<file path="config.mk">
export PLATFORM = sky130hd
export DESIGN_NAME = activity_interval_statistics
export DESIGN_NICKNAME = d
export VERILOG_FILES = /design/src/hw/rtl/ais_pkg.sv /design/src/hw/rtl/ais_divider.sv /design/src/hw/rtl/ais_accum.sv /design/src/hw/rtl/activity_interval_statistics.sv
export VERILOG_INCLUDE_DIRS = /design/src /design/src/hw/rtl
export SDC_FILE = /design/constraint.sdc
export NUM_CORES = 2
export LEC_CHECK = 0
export BUFFER_PORTS_ARGS = -buffer_cell sky130_fd_sc_hd__buf_4
export CAP_MARGIN = 20
export CELL_PAD_IN_SITES_DETAIL_PLACEMENT = 0
export CELL_PAD_IN_SITES_GLOBAL_PLACEMENT = 1
export CORE_UTILIZATION = 49
export DETAILED_ROUTE_END_ITERATION = 10
export PLACE_DENSITY_LB_ADDON = 0.08
export SLEW_MARGIN = 10
export SYNTH_ARGS = -nofsm -noshare
export SYNTH_HDL_FRONTEND = slang
export SYNTH_HIERARCHICAL = 1
export SYNTH_SLANG_ARGS = --single-unit
</file>
<file path="constraint.sdc">
create_clock -name clk -period 40.4 [get_ports clk]
set_input_delay 2.02 -clock clk [delete_from_list [all_inputs] [get_ports clk]]
set_output_delay 2.02 -clock clk [all_outputs]
set_load 0.05 [all_outputs]
</file>
<file path="src/hw/rtl/activity_interval_statistics_assert.svh">
// Assertion macros shared by the activity interval statistics RTL.
`ifndef ACTIVITY_INTERVAL_STATISTICS_ASSERT_SVH
`define ACTIVITY_INTERVAL_STATISTICS_ASSERT_SVH

// Check that cons holds in the same cycle as ante.
`define AIS_ASSERT_IMPL(label, ante, cons, msg) \
  label: assert property (@(posedge clk) disable iff (!rst_n) (ante) |-> (cons)) \
    else $error(msg);

// Check that cons holds in the cycle after ante.
`define AIS_ASSERT_NEXT(label, ante, cons, msg) \
  label: assert property (@(posedge clk) disable iff (!rst_n) (ante) |=> (cons)) \
    else $error(msg);

`endif

</file>
<file path="src/hw/rtl/ais_pkg.sv">
// Package with types, widths and state encodings for the activity interval statistics block.
`default_nettype none

package ais_pkg;

  localparam int unsigned MAX_INTERVALS_DEF = 65536;
  localparam int unsigned DUR_W             = 32;
  localparam int unsigned TOTAL_W           = 48;
  localparam int unsigned SHARE_W           = 14;
  localparam int unsigned CUT_W             = 16;
  localparam int unsigned COUNT_W           = 17;
  localparam int unsigned DIV_W             = 48;
  localparam int unsigned SHARE_SCALE       = 10000;

  typedef struct packed {
    logic [DUR_W-1:0] duration_ms;
    logic             last;
  } ais_in_t;

  typedef struct packed {
    logic [TOTAL_W-1:0] total_ms;
    logic [DUR_W-1:0]   official_ms;
    logic [DUR_W-1:0]   active_ms;
    logic [DUR_W-1:0]   max_active_ms;
    logic [DUR_W-1:0]   max_inactive_ms;
    logic [DUR_W-1:0]   avg_active_ms;
    logic [DUR_W-1:0]   avg_inactive_ms;
    logic [SHARE_W-1:0] active_share;
    logic               clipped;
    logic [CUT_W-1:0]   cut_position;
    logic [COUNT_W-1:0] interval_count;
  } ais_out_t;

  // Session sums handed from the accumulator to the result stage
  typedef struct packed {
    logic [TOTAL_W-1:0] total;
    logic [DUR_W-1:0]   active;
    logic [DUR_W-1:0]   longest_active;
    logic [DUR_W-1:0]   longest_inactive;
    logic               cut_seen;
    logic [CUT_W-1:0]   cut_index;
  } ais_sums_t;

  typedef enum logic [1:0] {
    A_IDLE,
    A_SUM,
    A_PART,
    A_UPD
  } acc_state_t;

  typedef enum logic [3:0] {
    S_IDLE,
    S_ACCUM,
    S_OFFICIAL,
    S_PRODUCT,
    S_DA_GO,
    S_DA_RUN,
    S_DI_GO,
    S_DI_RUN,
    S_DS_GO,
    S_DS_RUN,
    S_FINISH
  } ais_state_t;

endpackage

`default_nettype wire

</file>
<file path="src/hw/rtl/ais_divider.sv">
// Radix-2 restoring divider, one quotient bit per cycle; a zero divisor yields zero.
`default_nettype none

module ais_divider
  import ais_pkg::*;
(
  input  logic             clk,
  input  logic             rst_n,
  input  logic             start,
  input  logic [DIV_W-1:0] dividend,
  input  logic [DUR_W-1:0] divisor,
  output logic             done,
  output logic [DIV_W-1:0] quotient
);

  localparam int unsigned STEP_W = $clog2(DIV_W);

  logic              busy_r;
  logic              done_r;
  logic              zero_r;
  logic [STEP_W-1:0] cnt_r;
  logic [DUR_W-1:0]  rem_r;
  logic [DUR_W-1:0]  dsr_r;
  logic [DIV_W-1:0]  quo_r;

  logic [DUR_W:0]    trial;
  logic [DUR_W:0]    diff;
  logic              fits;

  // Shift in the next dividend bit and try a subtract
  always_comb begin
    trial = {rem_r, quo_r[DIV_W-1]};
    diff  = trial - {1'b0, dsr_r};
    fits  = trial >= {1'b0, dsr_r};
  end

  always_ff @(posedge clk) begin
    if (!rst_n) begin
      busy_r <= 1'b0;
      done_r <= 1'b0;
      cnt_r  <= '0;
    end else begin
      done_r <= 1'b0;
      if (start) begin
        busy_r <= 1'b1;
        cnt_r  <= '0;
        rem_r  <= '0;
        quo_r  <= dividend;
        dsr_r  <= divisor;
        zero_r <= (divisor == '0);
      end else if (busy_r) begin
        rem_r <= fits ? diff[DUR_W-1:0] : trial[DUR_W-1:0];
        quo_r <= {quo_r[DIV_W-2:0], fits};
        cnt_r <= cnt_r + STEP_W'(1);
        if (cnt_r == STEP_W'(DIV_W - 1)) begin
          busy_r <= 1'b0;
          done_r <= 1'b1;
        end
      end
    end
  end

  assign done     = done_r;
  assign quotient = zero_r ? '0 : quo_r;

endmodule

`default_nettype wire

</file>
<file path="src/hw/rtl/ais_accum.sv">
// Bit-serial session accumulator: running total, window clipping, sums, maxima and counts.
`default_nettype none
`include "activity_interval_statistics_assert.svh"

module ais_accum
  import ais_pkg::*;
#(
  parameter  int unsigned MAX_INTERVALS = MAX_INTERVALS_DEF,
  localparam int unsigned CNT_W         = $clog2(MAX_INTERVALS + 1)
) (
  input  logic             clk,
  input  logic             rst_n,
  input  logic             start,
  input  logic             clear,
  input  logic [DUR_W-1:0] duration,
  input  logic [DUR_W-1:0] window,
  output logic             done,
  output ais_sums_t        sums,
  output logic [CNT_W-1:0] act_cnt,
  output logic [CNT_W-1:0] inact_cnt,
  output logic [CNT_W-1:0] pos
);

  localparam int unsigned STEP_W = $clog2(TOTAL_W);

  acc_state_t state_r, state_nxt;

  // Session state
  logic [TOTAL_W-1:0] rt_r;
  logic [DUR_W-1:0]   as_r;
  logic [DUR_W-1:0]   la_r;
  logic [DUR_W-1:0]   li_r;
  logic [CNT_W-1:0]   act_r;
  logic [CNT_W-1:0]   inact_r;
  logic [CNT_W-1:0]   pos_r;
  logic               cut_r;
  logic [CUT_W-1:0]   cix_r;

  // Per-item serial working registers
  logic [DUR_W-1:0]   d_r;
  logic [DUR_W-1:0]   wsh_r;
  logic [DUR_W-1:0]   diff_r;
  logic [DUR_W-1:0]   part_r;
  logic [STEP_W-1:0]  cnt_r;
  logic               c_r;
  logic               b_r;
  logic               ge_r;
  logic               le_r;
  logic               pc_r;
  logic               gt_r;
  logic               ne_r;
  logic               take_r;

  logic room;
  logic odd;
  logic lo;
  logic p_bit, d_bit, w_bit;
  logic s_bit, s_cy;
  logic ge_step, le_step;
  logic df_bit, df_bw;
  logic q_bit, a_bit, l_bit;
  logic as_bit, as_cy;
  logic gt_step, ne_step;
  logic sum_end, part_end;

  assign room     = pos_r < CNT_W'(MAX_INTERVALS);
  assign odd      = pos_r[0];
  assign lo       = cnt_r < STEP_W'(DUR_W);
  assign sum_end  = cnt_r == STEP_W'(TOTAL_W - 1);
  assign part_end = cnt_r == STEP_W'(DUR_W - 1);

  // Pass one: total plus duration, compare with the window, window minus total
  always_comb begin
    p_bit   = rt_r[0];
    d_bit   = lo & d_r[0];
    w_bit   = wsh_r[0];
    s_bit   = p_bit ^ d_bit ^ c_r;
    s_cy    = (p_bit & d_bit) | (p_bit & c_r) | (d_bit & c_r);
    ge_step = (s_bit != w_bit) ? s_bit : ge_r;
    le_step = (p_bit != w_bit) ? w_bit : le_r;
    df_bit  = w_bit ^ p_bit ^ b_r;
    df_bw   = (~w_bit & p_bit) | (~(w_bit ^ p_bit) & b_r);
  end

  // Pass two: counted part, added to the active sum and compared with the longest
  always_comb begin
    q_bit   = ge_r ? (le_r & diff_r[0]) : d_r[0];
    a_bit   = as_r[0];
    as_bit  = a_bit ^ q_bit ^ pc_r;
    as_cy   = (a_bit & q_bit) | (a_bit & pc_r) | (q_bit & pc_r);
    l_bit   = odd ? la_r[0] : li_r[0];
    gt_step = (q_bit != l_bit) ? q_bit : gt_r;
    ne_step = ne_r | (q_bit ^ d_r[0]);
  end

  // Next state
  always_comb begin
    state_nxt = state_r;
    case (state_r)
      A_IDLE: begin
        if (start && !clear) begin
          state_nxt = room ? A_SUM : A_UPD;
        end
      end
      A_SUM: begin
        if (sum_end) begin
          state_nxt = cut_r ? A_UPD : A_PART;
        end
      end
      A_PART: begin
        if (part_end) begin
          state_nxt = A_UPD;
        end
      end
      A_UPD:   state_nxt = A_IDLE;
      default: state_nxt = A_IDLE;
    endcase
  end

  // Outputs
  always_comb begin
    done = 1'b0;
    case (state_r)
      A_UPD:   done = 1'b1;
      default: done = 1'b0;
    endcase
  end

  always_ff @(posedge clk) begin
    if (!rst_n) begin
      state_r <= A_IDLE;
      rt_r    <= '0;
      as_r    <= '0;
      la_r    <= '0;
      li_r    <= '0;
      act_r   <= '0;
      inact_r <= '0;
      pos_r   <= '0;
      cut_r   <= 1'b0;
      cix_r   <= '0;
      cnt_r   <= '0;
      take_r  <= 1'b0;
    end else begin
      state_r <= state_nxt;
      case (state_r)
        A_IDLE: begin
          if (clear) begin
            // Drop the session
            rt_r    <= '0;
            as_r    <= '0;
            la_r    <= '0;
            li_r    <= '0;
            act_r   <= '0;
            inact_r <= '0;
            pos_r   <= '0;
            cut_r   <= 1'b0;
            cix_r   <= '0;
          end else if (start) begin
            d_r    <= duration;
            wsh_r  <= window;
            cnt_r  <= '0;
            c_r    <= 1'b0;
            b_r    <= 1'b0;
            ge_r   <= 1'b1;
            le_r   <= 1'b1;
            take_r <= room;
          end
        end
        A_SUM: begin
          rt_r  <= {s_bit, rt_r[TOTAL_W-1:1]};
          c_r   <= s_cy;
          ge_r  <= ge_step;
          le_r  <= le_step;
          wsh_r <= {1'b0, wsh_r[DUR_W-1:1]};
          cnt_r <= cnt_r + STEP_W'(1);
          if (lo) begin
            d_r    <= {d_r[0], d_r[DUR_W-1:1]};
            diff_r <= {df_bit, diff_r[DUR_W-1:1]};
            b_r    <= df_bw;
          end
          if (sum_end) begin
            // Saturate on carry out; a carry also means past the window
            if (s_cy) begin
              rt_r <= '1;
            end
            ge_r  <= s_cy | ge_step;
            cnt_r <= '0;
            pc_r  <= 1'b0;
            gt_r  <= 1'b0;
            ne_r  <= 1'b0;
          end
        end
        A_PART: begin
          if (odd) begin
            as_r <= {as_bit, as_r[DUR_W-1:1]};
            la_r <= {la_r[0], la_r[DUR_W-1:1]};
          end else begin
            li_r <= {li_r[0], li_r[DUR_W-1:1]};
          end
          pc_r   <= as_cy;
          gt_r   <= gt_step;
          ne_r   <= ne_step;
          part_r <= {q_bit, part_r[DUR_W-1:1]};
          d_r    <= {d_r[0], d_r[DUR_W-1:1]};
          diff_r <= {1'b0, diff_r[DUR_W-1:1]};
          cnt_r  <= cnt_r + STEP_W'(1);
        end
        A_UPD: begin
          cnt_r <= '0;
          if (take_r) begin
            pos_r <= pos_r + CNT_W'(1);
            if (!cut_r) begin
              if (odd) begin
                act_r <= act_r + CNT_W'(1);
                if (gt_r) begin
                  la_r <= part_r;
                end
              end else begin
                inact_r <= inact_r + CNT_W'(1);
                if (gt_r) begin
                  li_r <= part_r;
                end
              end
              if (ne_r) begin
                cut_r <= 1'b1;
                cix_r <= CUT_W'(pos_r);
              end
            end
          end
        end
        default: ;
      endcase
    end
  end

  assign sums.total            = rt_r;
  assign sums.active           = as_r;
  assign sums.longest_active   = la_r;
  assign sums.longest_inactive = li_r;
  assign sums.cut_seen         = cut_r;
  assign sums.cut_index        = cix_r;
  assign act_cnt               = act_r;
  assign inact_cnt             = inact_r;
  assign pos                   = pos_r;

  `AIS_ASSERT_IMPL(a_clear_when_idle, clear, state_r == A_IDLE, "session clear while busy")
  `AIS_ASSERT_IMPL(a_pos_bound, 1'b1, pos_r <= CNT_W'(MAX_INTERVALS), "position past capacity")
  `AIS_ASSERT_NEXT(a_cut_sticky, cut_r && !clear, cut_r, "cut flag lost within session")

endmodule

`default_nettype wire

</file>
<file path="src/hw/rtl/activity_interval_statistics.sv">
// Top level of the activity interval statistics block: handshakes, result stage and sequencing.
//
// Takes a session of interval durations in ms (position 0 is the start marker, even
// positions inactive, odd ones active) and on the item flagged last returns one result
// with totals, maxima, averages and the active share, then starts a new session.
// One item is in work at a time; in_stall is high while it is. An ordinary item goes
// through a bit-serial pass that adds it to the running total and compares against
// the window, a bit-serial pass that forms the counted part and updates the active
// sum and maxima, then an update state and the return to idle. Once the window is
// cut the second pass is left out; an item past the session capacity is dropped
// without either pass. The last item then goes through the official-time and product
// preparation states, three 48-step radix-2 divisions (averages and share) on one
// shared divider, each with its start and run states, and a finish state, held while
// an earlier result still waits on out_stall. The result sits in an output register,
// so the next item is taken while it waits on out_stall.
`default_nettype none
`include "activity_interval_statistics_assert.svh"

module activity_interval_statistics
  import ais_pkg::*;
#(
  parameter int unsigned MAX_INTERVALS = MAX_INTERVALS_DEF
) (
  input  logic             clk,
  input  logic             rst_n,
  input  logic             in_valid,
  output logic             in_stall,
  input  ais_in_t          in_data,
  output logic             out_valid,
  input  logic             out_stall,
  output ais_out_t         out_data,
  input  logic             cfg_we,
  input  logic [DUR_W-1:0] cfg_wdata
);

  localparam int unsigned CNT_W  = $clog2(MAX_INTERVALS + 1);
  localparam int unsigned PROD_W = DUR_W + SHARE_W;

  ais_state_t state_r, state_nxt;

  logic [DUR_W-1:0]  window_r;
  logic              last_r;
  logic [DUR_W-1:0]  official_r;
  logic [DUR_W-1:0]  inact_time_r;
  logic [PROD_W-1:0] prod_r;
  logic [DUR_W-1:0]  avg_a_r;
  logic [DUR_W-1:0]  avg_i_r;
  logic [SHARE_W-1:0] share_r;
  logic              out_valid_r;
  ais_out_t          out_data_r;

  logic              acc_start;
  logic              acc_done;
  logic              sess_clear;
  ais_sums_t         sums;
  logic [CNT_W-1:0]  act_cnt;
  logic [CNT_W-1:0]  inact_cnt;
  logic [CNT_W-1:0]  pos;

  logic              div_start;
  logic              div_done;
  logic [DIV_W-1:0]  div_dividend;
  logic [DUR_W-1:0]  div_divisor;
  logic [DIV_W-1:0]  div_quotient;
  logic              out_free;
  logic              div_wait;

  assign out_free = !out_valid_r || !out_stall;
  assign div_wait = (state_r == S_DA_RUN) || (state_r == S_DI_RUN) || (state_r == S_DS_RUN);

  ais_accum #(
    .MAX_INTERVALS (MAX_INTERVALS)
  ) u_accum (
    .clk       (clk),
    .rst_n     (rst_n),
    .start     (acc_start),
    .clear     (sess_clear),
    .duration  (in_data.duration_ms),
    .window    (window_r),
    .done      (acc_done),
    .sums      (sums),
    .act_cnt   (act_cnt),
    .inact_cnt (inact_cnt),
    .pos       (pos)
  );

  ais_divider u_divider (
    .clk      (clk),
    .rst_n    (rst_n),
    .start    (div_start),
    .dividend (div_dividend),
    .divisor  (div_divisor),
    .done     (div_done),
    .quotient (div_quotient)
  );

  // Next state
  always_comb begin
    state_nxt = state_r;
    case (state_r)
      S_IDLE:     if (in_valid) state_nxt = S_ACCUM;
      S_ACCUM:    if (acc_done) state_nxt = last_r ? S_OFFICIAL : S_IDLE;
      S_OFFICIAL: state_nxt = S_PRODUCT;
      S_PRODUCT:  state_nxt = S_DA_GO;
      S_DA_GO:    state_nxt = S_DA_RUN;
      S_DA_RUN:   if (div_done) state_nxt = S_DI_GO;
      S_DI_GO:    state_nxt = S_DI_RUN;
      S_DI_RUN:   if (div_done) state_nxt = S_DS_GO;
      S_DS_GO:    state_nxt = S_DS_RUN;
      S_DS_RUN:   if (div_done) state_nxt = S_FINISH;
      S_FINISH:   if (out_free) state_nxt = S_IDLE;
      default:    state_nxt = S_IDLE;
    endcase
  end

  // Control outputs
  always_comb begin
    in_stall   = 1'b1;
    acc_start  = 1'b0;
    div_start  = 1'b0;
    sess_clear = 1'b0;
    case (state_r)
      S_IDLE: begin
        in_stall  = 1'b0;
        acc_start = in_valid;
      end
      S_DA_GO, S_DI_GO, S_DS_GO: div_start = 1'b1;
      S_FINISH:                  sess_clear = out_free;
      default:                   ;
    endcase
  end

  // Divider operands for each of the three divisions
  always_comb begin
    div_dividend = '0;
    div_divisor  = '0;
    case (state_r)
      S_DA_GO: begin
        div_dividend = DIV_W'(sums.active);
        div_divisor  = DUR_W'(act_cnt);
      end
      S_DI_GO: begin
        div_dividend = DIV_W'(inact_time_r);
        div_divisor  = (inact_cnt > CNT_W'(1)) ? DUR_W'(inact_cnt - CNT_W'(1)) : '0;
      end
      S_DS_GO: begin
        div_dividend = DIV_W'(prod_r);
        div_divisor  = official_r;
      end
      default: ;
    endcase
  end

  always_ff @(posedge clk) begin
    if (!rst_n) begin
      state_r  <= S_IDLE;
      window_r <= '0;
    end else begin
      state_r <= state_nxt;
      if (cfg_we) begin
        window_r <= cfg_wdata;
      end
    end
  end

  // Result datapath
  always_ff @(posedge clk) begin
    case (state_r)
      S_IDLE: begin
        if (in_valid) begin
          last_r <= in_data.last;
        end
      end
      S_OFFICIAL: begin
        official_r <= (sums.total < TOTAL_W'(window_r)) ? sums.total[DUR_W-1:0] : window_r;
      end
      S_PRODUCT: begin
        prod_r       <= PROD_W'(sums.active) * PROD_W'(SHARE_SCALE);
        inact_time_r <= (official_r >= sums.active) ? official_r - sums.active : '0;
      end
      S_DA_RUN: if (div_done) avg_a_r <= div_quotient[DUR_W-1:0];
      S_DI_RUN: if (div_done) avg_i_r <= div_quotient[DUR_W-1:0];
      S_DS_RUN: if (div_done) share_r <= div_quotient[SHARE_W-1:0];
      default:  ;
    endcase
  end

  // Output register: load on finish, drop after transfer
  always_ff @(posedge clk) begin
    if (!rst_n) begin
      out_valid_r <= 1'b0;
    end else if (sess_clear) begin
      out_valid_r <= 1'b1;
    end else if (!out_stall) begin
      out_valid_r <= 1'b0;
    end
  end

  always_ff @(posedge clk) begin
    if (sess_clear) begin
      out_data_r.total_ms        <= sums.total;
      out_data_r.official_ms     <= official_r;
      out_data_r.active_ms       <= sums.active;
      out_data_r.max_active_ms   <= sums.longest_active;
      out_data_r.max_inactive_ms <= sums.longest_inactive;
      out_data_r.avg_active_ms   <= avg_a_r;
      out_data_r.avg_inactive_ms <= avg_i_r;
      out_data_r.active_share    <= share_r;
      out_data_r.clipped         <= sums.cut_seen;
      out_data_r.cut_position    <= sums.cut_seen ? sums.cut_index : '0;
      out_data_r.interval_count  <= COUNT_W'(pos);
    end
  end

  assign out_valid = out_valid_r;
  assign out_data  = out_data_r;

  `AIS_ASSERT_IMPL(a_out_from_finish, $rose(out_valid_r), $past(sess_clear), "stray result")
  `AIS_ASSERT_IMPL(a_acc_done_state, acc_done, state_r == S_ACCUM, "accumulator done early")
  `AIS_ASSERT_IMPL(a_div_done_state, div_done, div_wait, "divider done while not waiting")

endmodule

`default_nettype wire
</file>
==> qor.csv <==
metric,value,unit
finalWorstSetupSlack,34710,ps
fin_util,57.39,%
min_period,5691,ps
avgSynthCellArea,12.19,um^2
synthCells,3844,
min_path_type,reg2reg,
drc,2,
dp_hpwl,81200,um
ant_nets,0,
fillers,7991,
clk_latency,690,ps
design_power_total,2.479,mW
rows,113,
drv_slew,0,
io_pins,360,
drt_iter0_markers,2511,
finalSetupViolCount,0,
leakage,20.83,nW
relSlewSlack,29.24,%
grt_pass1_vias,29660,
gp_congestion,0.8972,
worst_pin_slew,1032,ps
reg2reg_depth,19,
root_buffer,clkbuf_16,
grt_max_degree,75,
holdPathStages,0,
finalNetCount,4554,
initial_core_util,49.41,%
drt-total-wl,117000,um
htree_num_levels,3,
fin_crit_sh,14.09,%
worstSetupEndpointType,flop,
violations,design-rule violations,
vias_per_cell,5.567,
antenna_found_initial,2,
arrival,6170,ps
dp_slack,34750,ps
drive_above_1_share,18.92,%
power_density,45.54,nW/um^2
status,"complete, but fails checks",
cts_buffers,103,
clk_pin_slew,60,ps
crit_type,reg2reg,
clock.fmax,0.1757,GHz
start_kind,flop,
cts_hold_buf,0,
final_hold_viol_count,0,
synthesis.area,46880,um^2
cp.required,40880,ps
drv_cap,0,
wl_per_cell,21.17,um
overflow,0,
grt_pass1_wl,178900,um
die-area,96910,um^2
grt_usage,23.93,%
core,94870,um^2
setup-tns-final,0,ps
n_antenna_cell,0,
clk_path_buf_depth,3,
postCtsSetupBuffers,0,
die_h,311.3,um
io_buffers,359,
cts_tree,done,
vias,30760,
clock_sinks,987,
ctsResizeCount,0,
firstDrtPassIters,8,
rsz0062_at_grt,no,
synth_warnings,6,
hold_slack,414.6,ps
area_growth,16.14,%
fin_skew,25.62,ps
crit_path_max_fanout,7,
worst_ir_drop_vdd,0.03922,mV
chipWidth,311.3,um
## where the power goes
group | switching [mW] | total (mW) | internal [mW] | leakage [nW]
Combinational | 0.177 | 0.281 | 0.104 | 10.6
Clock | 0.404 | 0.984 | 0.580 | 1.72
Sequential | 0.0431 | 1.21 | 1.17 | 8.47
Total | 0.624 | 2.48 | 1.86 | 20.8
## stage by stage
stage | cell area (um^2) | cells
after floorplan | 46880 | 3845
after global placement | 50830 | 5326
after CTS | 54390 | 5523
after detailed placement | 50860 | 5327
final | 54440 | 5526
after global routing | 54440 | 5526
## registers in the layout, summed over array words and instances, names as in the netlist, 42 cells and up
register and flops:
prod_r 42, u_accum/rt_r 48, u_divider/quo_r 48, out_data 288
## final timing paths
check,start,end,slack [ps]
setup / recovery,u_accum/as_r[6]$_SDFFE_PN0P_,prod_r[45]$_DFFE_PP_,34710
hold / removal,avg_a_r[31]$_DFFE_PP_,out_data[111]$_DFFE_PP_,410
setup reg to reg,u_accum/as_r[6]$_SDFFE_PN0P_,prod_r[45]$_DFFE_PP_,34710
hold reg to reg,avg_a_r[31]$_DFFE_PP_,out_data[111]$_DFFE_PP_,410
## routing by layer
metal  part of all wire [%]  up-vias  global-route usage, %  wire, um
li1                       -    14640                      -         -
met2                     45      823                  36.63     52310
met5                  0.015        -                      0        17
met1                     46    15140                  34.31     53930
met4                    2.7        2                  6.773      3131
met3                    6.5      160                  5.118      7569
## worst max-delay path, cell delays in order, from the launching register on
cell and delay, ps:
dfxtp_1 520, inv_1 210, fa_1 520, inv_1 40, ha_1 260, inv_1 50, fa_1 540, inv_1 40
ha_1 300, fa_1 470, ha_1 370, and3_1 220, a221oi_2 360, o21ai_1 200, a31o_2 320, nand2_1 130
a311oi_2 180, a41o_1 320, mux2i_1 140, a2111oi_2 320
## placed cells by master, fill, tap and decap left out, types with 22 or more instances in the layout
| cell | count |
|---|---|
| mux2i_1 | 75 |
| fa_1 | 88 |
| a21o_1 | 76 |
| nand3_1 | 52 |
| buf_4 | 402 |
| nor2b_1 | 85 |
| mux2_2 | 145 |
| xor2_1 | 51 |
| o31ai_1 | 24 |
| inv_1 | 292 |
| clkbuf_16 | 106 |
| or3_1 | 28 |
| edfxtp_1 | 721 |
| and2_1 | 63 |
| ha_1 | 223 |
| nand2_1 | 241 |
| nand4_1 | 74 |
| a21oi_1 | 213 |
| a211oi_1 | 52 |
| nor2_1 | 242 |
| dfxtp_1 | 265 |
| xnor2_1 | 67 |
| a211oi_2 | 38 |
| or4_1 | 22 |
| clkbuf_1 | 28 |
| o21ai_0 | 146 |
| a22oi_1 | 109 |
## final cells by class
cell class                      instances  area, um^2  share of cell area (%)
Multi-Input combinational cell       2379       18150                   33.34
Clock buffer                          148        2950                   5.419
Tap cell                             1265        1583                   2.907
Sequential cell                       987       26980                   49.55
Inverter                              293        1102                   2.025
Clock inverter                         48       584.3                   1.073
Timing Repair Buffer                  406        3097                   5.688
Note: power is estimated with default switching activity, not from simulation.
